==> config.mk <==
export PLATFORM = sky130hd
export DESIGN_NAME = zero_sum_subset_search_top
export DESIGN_NICKNAME = d
export VERILOG_FILES = /design/src/zsss_pkg.sv /design/src/zero_sum_subset_search_top.sv /design/src/zsss_dp.sv /design/src/zsss_ctrl.sv
export SDC_FILE = /design/constraint.sdc
export NUM_CORES = 1
export LEC_CHECK = 0
export BUFFER_PORTS_ARGS = -buffer_cell sky130_fd_sc_hd__clkbuf_2
export CAP_MARGIN = 20
export CORE_UTILIZATION = 25
export DETAILED_ROUTE_END_ITERATION = 16
export PLACE_DENSITY_LB_ADDON = 0.2
export SYNTH_ARGS = -nofsm -noshare
export SYNTH_HDL_FRONTEND = slang
export SYNTH_SLANG_ARGS = --single-unit
==> constraint.sdc <==
create_clock -name clk -period 10.9 [get_ports clk]
set_input_delay 2.725 -clock clk [delete_from_list [all_inputs] [get_ports clk]]
set_output_delay 2.725 -clock clk [all_outputs]
set_load 0.02 [all_outputs]
==> src/zsss_pkg.sv <==
// ----------------------------------------------------------------------------
// zsss_pkg
// shared command codes and controller/datapath interface types for the
// zero-sum subset search block
// ----------------------------------------------------------------------------
package zsss_pkg;

    localparam int CMD_BITS = 2;

    localparam logic [CMD_BITS-1:0] CMD_CLEAR  = 2'd0;
    localparam logic [CMD_BITS-1:0] CMD_APPEND = 2'd1;
    localparam logic [CMD_BITS-1:0] CMD_FIND   = 2'd2;

    // controller to datapath
    typedef struct packed {
        logic clear;
        logic append;
        logic advance;
        logic capture;
    } zsss_cmd_t;

    // datapath to controller
    typedef struct packed {
        logic hit;
        logic exhausted;
    } zsss_stat_t;

endpackage

==> src/zero_sum_subset_search_top.sv <==
// ----------------------------------------------------------------------------
// zero_sum_subset_search_top
// loads signed elements and returns, one per find command, the next subset
// mask in ascending order whose members sum to zero
//
// channel  dir  tdata                          tuser
// s_*      in   value [VALUE_BITS-1:0]          command [1:0]
// m_*      out  subset_mask [MAX_ELEMENTS-1:0]  found
//
// a find steps the running-sum adder through the masks in order, one mask
// per cycle, until a mask sums to zero or the scan of the loaded elements
// runs out
// one command is in work at a time; clear and append are accepted while a
// result waits on the master side, a find stalls at its result until then
// reset empties the set and restarts the scan at mask 1
// ----------------------------------------------------------------------------
module zero_sum_subset_search_top #(
    parameter int MAX_ELEMENTS = 10,
    parameter int VALUE_BITS   = 16
) (
    input  logic                                  clk,
    input  logic                                  rst_n,
    input  logic                                  s_tvalid,
    output logic                                  s_tready,
    input  logic [((VALUE_BITS + 7) / 8) * 8-1:0]  s_tdata,   // value
    input  logic [zsss_pkg::CMD_BITS-1:0]          s_tuser,   // command
    output logic                                  m_tvalid,
    input  logic                                  m_tready,
    output logic [((MAX_ELEMENTS + 7) / 8) * 8-1:0] m_tdata,  // subset_mask
    output logic                                  m_tuser    // found
);
    import zsss_pkg::*;

    localparam int OUT_BITS = ((MAX_ELEMENTS + 7) / 8) * 8;

    zsss_cmd_t               cmd;
    zsss_stat_t              stat;
    logic [MAX_ELEMENTS-1:0] out_mask;
    logic                    out_found;

    zsss_ctrl u_ctrl (
        .clk      (clk),
        .rst_n    (rst_n),
        .s_tvalid (s_tvalid),
        .s_tready (s_tready),
        .command  (s_tuser),
        .m_tvalid (m_tvalid),
        .m_tready (m_tready),
        .cmd      (cmd),
        .stat     (stat)
    );

    zsss_dp #(
        .MAX_ELEMENTS (MAX_ELEMENTS),
        .VALUE_BITS   (VALUE_BITS)
    ) u_dp (
        .clk       (clk),
        .rst_n     (rst_n),
        .cmd       (cmd),
        .value     ($signed(s_tdata[VALUE_BITS-1:0])),
        .stat      (stat),
        .out_mask  (out_mask),
        .out_found (out_found)
    );

    assign m_tdata = OUT_BITS'(out_mask);
    assign m_tuser = out_found;

endmodule

==> src/zsss_dp.sv <==
// ----------------------------------------------------------------------------
// zsss_dp
// element deltas, scan mask, running subset sum and result register; the
// sum of the next mask is formed from the current one with a single add
// ----------------------------------------------------------------------------
module zsss_dp #(
    parameter int MAX_ELEMENTS = 10,
    parameter int VALUE_BITS   = 16
) (
    input  logic                         clk,
    input  logic                         rst_n,
    input  zsss_pkg::zsss_cmd_t          cmd,
    input  logic signed [VALUE_BITS-1:0] value,
    output zsss_pkg::zsss_stat_t         stat,
    output logic [MAX_ELEMENTS-1:0]      out_mask,
    output logic                         out_found
);
    import zsss_pkg::*;

    localparam int CW       = $clog2(MAX_ELEMENTS + 1);
    localparam int IW       = (MAX_ELEMENTS > 1) ? $clog2(MAX_ELEMENTS) : 1;
    localparam int SUM_BITS = VALUE_BITS + $clog2(MAX_ELEMENTS) + 2;

    logic [CW-1:0]              count_reg, count_next;
    logic [MAX_ELEMENTS:0]      mask_reg, mask_next;
    logic signed [SUM_BITS-1:0] sum_reg, sum_next;
    logic signed [SUM_BITS-1:0] total_reg, total_next;
    logic signed [SUM_BITS-1:0] delta_mem [MAX_ELEMENTS];
    logic [MAX_ELEMENTS-1:0]    out_mask_reg;
    logic                       out_found_reg;

    logic signed [SUM_BITS-1:0] value_ext;
    logic signed [SUM_BITS-1:0] delta_rd;
    logic [CW-1:0]              trail;
    logic                       wrap;
    logic                       full;
    logic                       exhausted;
    logic                       hit;

    assign value_ext = {{(SUM_BITS - VALUE_BITS){value[VALUE_BITS-1]}}, value};
    assign full      = (count_reg == CW'(MAX_ELEMENTS));
    assign exhausted = mask_reg[count_reg];
    assign hit       = (sum_reg == '0) && !exhausted;

    // number of trailing ones of the current mask
    always_comb
    begin
        trail = CW'(MAX_ELEMENTS);
        for (int k = MAX_ELEMENTS; k >= 0; k--)
        begin
            if (!mask_reg[k])
            begin
                trail = CW'(k);
            end
        end
    end

    assign wrap     = (trail == count_reg);
    assign delta_rd = delta_mem[trail[IW-1:0]];

    always_comb
    begin
        count_next = count_reg;
        mask_next  = mask_reg;
        sum_next   = sum_reg;
        total_next = total_reg;
        if (cmd.clear)
        begin
            count_next = '0;
            mask_next  = (MAX_ELEMENTS + 1)'(1);
            sum_next   = '0;
            total_next = '0;
        end
        else if (cmd.append && !full)
        begin
            count_next = count_reg + 1'b1;
            total_next = total_reg + value_ext;
            if (mask_reg[count_reg])
            begin
                sum_next = sum_reg + value_ext;
            end
        end
        else if (cmd.advance)
        begin
            mask_next = mask_reg + 1'b1;
            sum_next  = wrap ? '0 : (sum_reg + delta_rd);
        end
    end

    always_ff @(posedge clk or negedge rst_n)
    begin
        if (!rst_n)
        begin
            count_reg <= '0;
            mask_reg  <= (MAX_ELEMENTS + 1)'(1);
            sum_reg   <= '0;
            total_reg <= '0;
        end
        else
        begin
            count_reg <= count_next;
            mask_reg  <= mask_next;
            sum_reg   <= sum_next;
            total_reg <= total_next;
        end
    end

    // delta of element c is its value minus the sum of elements below it
    always_ff @(posedge clk)
    begin
        if (cmd.append && !cmd.clear && !full)
        begin
            delta_mem[count_reg[IW-1:0]] <= value_ext - total_reg;
        end
    end

    always_ff @(posedge clk)
    begin
        if (cmd.capture)
        begin
            out_found_reg <= hit;
            out_mask_reg  <= hit ? mask_reg[MAX_ELEMENTS-1:0] : '0;
        end
    end

    assign stat.hit       = hit;
    assign stat.exhausted = exhausted;
    assign out_mask       = out_mask_reg;
    assign out_found      = out_found_reg;

    a_mask_nonzero: assert property (@(posedge clk) disable iff (!rst_n)
        mask_reg != '0)
        else $error("scan mask is zero");

    a_mask_bound: assert property (@(posedge clk) disable iff (!rst_n)
        (mask_reg >> count_reg) <= (MAX_ELEMENTS + 1)'(1))
        else $error("scan mask beyond loaded range");

    a_count_bound: assert property (@(posedge clk) disable iff (!rst_n)
        count_reg <= CW'(MAX_ELEMENTS))
        else $error("element count overflow");

    a_no_advance_exhausted: assert property (@(posedge clk) disable iff (!rst_n)
        cmd.advance |-> !exhausted)
        else $error("advance past end of scan");

endmodule

==> src/zsss_ctrl.sv <==
// ----------------------------------------------------------------------------
// zsss_ctrl
// command decode and scan sequencer; owns the result valid flag and stalls
// the scan while a finished result has not been taken
// ----------------------------------------------------------------------------
module zsss_ctrl (
    input  logic                            clk,
    input  logic                            rst_n,
    input  logic                            s_tvalid,
    output logic                            s_tready,
    input  logic [zsss_pkg::CMD_BITS-1:0]   command,
    output logic                            m_tvalid,
    input  logic                            m_tready,
    output zsss_pkg::zsss_cmd_t             cmd,
    input  zsss_pkg::zsss_stat_t            stat
);
    import zsss_pkg::*;

    typedef enum logic {
        ST_IDLE,
        ST_SCAN
    } state_t;

    state_t state_reg, state_next;
    logic   valid_reg, valid_next;
    logic   accept;
    logic   out_free;
    logic   done;

    assign s_tready = (state_reg == ST_IDLE);
    assign accept   = s_tvalid && s_tready;
    assign out_free = !valid_reg || m_tready;
    assign done     = stat.hit || stat.exhausted;

    always_comb
    begin
        state_next  = state_reg;
        cmd         = '0;
        unique case (state_reg)
            ST_IDLE:
            begin
                if (accept)
                begin
                    unique case (command)
                        CMD_CLEAR:  cmd.clear  = 1'b1;
                        CMD_APPEND: cmd.append = 1'b1;
                        CMD_FIND:   state_next = ST_SCAN;
                        default:    ;
                    endcase
                end
            end
            ST_SCAN:
            begin
                if (done)
                begin
                    if (out_free)
                    begin
                        cmd.capture = 1'b1;
                        cmd.advance = stat.hit;
                        state_next  = ST_IDLE;
                    end
                end
                else
                begin
                    cmd.advance = 1'b1;
                end
            end
            default: state_next = ST_IDLE;
        endcase
        valid_next = cmd.capture ? 1'b1 : (m_tready ? 1'b0 : valid_reg);
    end

    always_ff @(posedge clk or negedge rst_n)
    begin
        if (!rst_n)
        begin
            state_reg <= ST_IDLE;
            valid_reg <= 1'b0;
        end
        else
        begin
            state_reg <= state_next;
            valid_reg <= valid_next;
        end
    end

    assign m_tvalid = valid_reg;

    a_capture_free: assert property (@(posedge clk) disable iff (!rst_n)
        cmd.capture |-> out_free)
        else $error("result overwritten before transaction");

    a_capture_sets_valid: assert property (@(posedge clk) disable iff (!rst_n)
        cmd.capture |=> m_tvalid)
        else $error("captured result not presented");

    a_scan_no_input: assert property (@(posedge clk) disable iff (!rst_n)
        (state_reg == ST_SCAN) |-> !(cmd.clear || cmd.append))
        else $error("store changed during scan");

endmodule
==> flow_summary.ini <==
[floorplanning]
initial_core_util_pct = 25.4
dieArea_sq_mm = 0.0642
die_h_um = 253
core_area_sq_mm = 0.0621
rows = 91
die_w_um = 253
num_io_pins = 41

[detailed_routing]
viasPerCell = 4.62
drt_iter0_drc = 588
wl_um = 40200
drc_errors = 0
routedWlPerCell_um = 18.3
drt_first_pass_iters = 5
ant_nets = 0
num_vias = 10128

[power]
power_density_mw_per_mm2 = 289
vdd_drop_max_v = 0.000115
p_leak_uw = 0.00667
finalPower_uw = 5200

[cells_and_area]
fill_cells = 6342
postLayoutCoreUtil_pct = 28.9
drive_gt1_share_pct = 11.7
insertedDiodeCount = 0
nets = 1449
area_growth_pct = 13.7
largest_register_ffs = 220
stdcell_count = 2192

[synthesis]
synthTopCellsByArea = edfxtp_1 44%, dfrtp_1 9.5%, ha_1 7.3%, mux4_2 6.3%, a21oi_1 2.9%
synth_top_area_share_pct = 43.9
ys_seq_elements = 292
yosysWarnings = 0
synthCells = 1305
yosys.cell_types.count = 69
syn_area_per_cell_sq_um = 12.1
synth_area_leader_cell = edfxtp_1
synth-async-reset-ratio_pct = 20.9
synth-main-ff-cell = edfxtp_1
synth_edf_count = 231
syn_area_sq_mm = 0.0158
seq_area_frac_synth_pct = 53.6

[cts]
cts_buffer_depth = 3
cts-buffers-inserted = 34
clk_latency_ns = 0.54
cts_root_buf = clkbuf_16
clk_pin_slew_ns = 0.06
cts_resized = 0
cts_hold_buf = 0
cts_tree = built
cts.htree.levels = 2
cts_sinks = 292
postCtsSetupBuffers = 0

[placed_design]
place.gp.congestion = 0.810
dp_hpwl_um = 27300
portBuffers = 34
dp.cells = 2132

[global_route]
grt_pass1_vias = 10392
grtUsageTotal_pct = 12.9
grt_pass1_wl_um = 62600
grt_max_degree = 62
grt_antenna_before_repair = 0
overflow = 0

[sta]
timing.final.crit_share_pct = 52.9
finalHoldViolations = 0
setup_viol = 0
skew_ns = 0.0175
max_freq_ghz = 0.173
maxSlewHeadroom_pct = 31.8
setup_tns_ns = 0
fin_crit_ns = 5.76
hold_slack_ns = 0.524
slew_violations = 0
rsz0062_at_grt = no
worst_pin_slew_ns = 1.02

[setup_path]
cp_cell_sequence = nor2b_1 > o221ai_1 > a31oi_4 > buf_4 > mux4_2 > a21oi_1 > o21ai_0 > ha_1 > fa_1 > nand3_1 > a2111oi_0 > nor2_1 > a211oi_1 > o41ai_1 > o21ai_0 > xor2_1 > nand2_1 > nand2_1
cpMaxStageDelayCell = a31oi_4
cpPeakStageDelay_ns = 0.79
path_delay_family = compound AO/OA/AOI/OAI gates
crit_type = reg2reg
worstPathRequired_ns = 11.38
worst-path-max-fanout = 49
crit_path_end_kind = flip-flop
cp_num_buf_inv = 1
timing.critical_path.arrival_ns = 6.24
cp-start-kind = flip-flop

[run]
drv_cap = 0

[worst_hold_path]
hp-class = reg2reg

[outcome]
outcome = completed
==> report_power, final <==
part	internal (uW)	switching, uW
combinational	939	1440
clock	663	465
sequential	1560	128
==> cells by family (layout without fill, tap and decap cells) <==
kind of cell / after synthesis / in the layout / synth area share (%)
xor+xnor: 80 / 80 / 4.44
simple gates: 307 / 307 / 9.38
other cells: 1 / 6 / 0.0237
flops: 292 / 292 / 53.6
compound gates: 328 / 328 / 13.2
buf+inv: 130 / 175 / 3.57
fa+ha+maj: 96 / 96 / 7.80
mux: 71 / 71 / 8.00
==> cells in the final DEF, fill, tap and decap left out, drive strengths merged, types with 4 or more instances in the layout <==
| cell | n |
|---|---|
| nand2 | 73 |
| ha | 92 |
| clkbuf | 75 |
| mux4 | 44 |
| conb | 6 |
| xnor2 | 50 |
| o21a | 10 |
| mux2i | 26 |
| nor2b | 17 |
| a22oi | 5 |
| or3 | 10 |
| and2 | 20 |
| nand2b | 12 |
| fa | 4 |
| dfrtp | 60 |
| nor4 | 7 |
| a31oi | 11 |
| o211ai | 6 |
| xor2 | 30 |
| o31ai | 11 |
| a22o | 13 |
| nand3 | 32 |
| o22ai | 19 |
| nor2 | 86 |
| o41ai | 4 |
| nor3 | 23 |
| and3 | 6 |
| a211oi | 12 |
| a21o | 22 |
| clkinv | 13 |
| o21ai | 90 |
| a21oi | 91 |
| inv | 60 |
| nand4 | 10 |
| buf | 22 |
| edfxtp | 231 |
| o21bai | 9 |
==> metrics by stage <==
step / setup WS, ns / area (sq um)
finish: 5.14 / 18000
detailed placement: 4.68 / 16900
CTS: 5.03 / 18000
global placement: 4.75 / 16900
floorplan: 5.64 / 15800
global route: 4.58 / 18000
==> synth_stat cells (all sizes together), types with 3 or more instances <==
master	n
nand4	10
or3	10
a211oi	12
nor3	23
o21bai	9
o21ai	90
a21oi	91
o31ai	11
inv	60
edfxtp	231
a21o	22
dfrtp	60
a41o	3
nor3b	3
nor2	86
ha	92
fa	4
a22oi	5
and2	20
o21a	10
o41ai	4
and3	6
nand2	73
mux4	44
a2111oi	3
o22ai	19
xor2	30
a2bb2oi	3
clkbuf	38
buf	32
nor2b	17
o211ai	6
a31oi	11
nand2b	12
nor4	7
nand3	32
nand3b	3
a22o	13
mux2i	26
xnor2	50
==> per-layer routing <==
metal,wire (um),global-route usage [%],vias up
met2,18800,21.3,118
met3,1120,1.90,48
li1,-,-,4942
met5,0,0,-
met4,869,3.84,0
met1,19400,17.2,5020
==> worst reg2reg max path, cell delays in order, from the launching register on <==
cell	delay, ns
dfrtp_1	0.44
nor2b_1	0.15
o221ai_1	0.27
a31oi_4	0.79
buf_4	0.81
mux4_2	0.39
a21oi_1	0.06
o21ai_0	0.33
ha_1	0.27
fa_1	0.22
nand3_1	0.13
a2111oi_0	0.60
nor2_1	0.15
a211oi_1	0.39
o41ai_1	0.17
o21ai_0	0.22
xor2_1	0.19
nand2_1	0.07
nand2_1	0.06
==> layout make-up <==
cell class,instances,area (sq um),share of cell area (%)
multi-input combinational,888,6800,37.9
clock buffer,42,902,5.03
clock inverter,18,188,1.05
timing repair buffer,55,328,1.83
sequential,292,8460,47.1
inverter,60,225,1.25
tap,837,1050,5.83
==> final timing paths <==
path,start,endpoint,slack [ns],cells after the start
setup / recovery,u_dp.mask_reg[8],u_dp.sum_reg[20],5.14,18
hold / removal,u_dp.total_reg[21],u_dp.total_reg[21],0.52,1
setup reg to reg,u_dp.mask_reg[8],u_dp.sum_reg[20],5.14,18
hold reg to reg,u_dp.total_reg[21],u_dp.total_reg[21],0.52,1
max in group asynchronous,rst_n,u_dp.total_reg[2],7.89,2
min in group asynchronous,rst_n,u_dp.mask_reg[4],2.37,2
No activity file was read; power rests on OpenSTA's default activity.
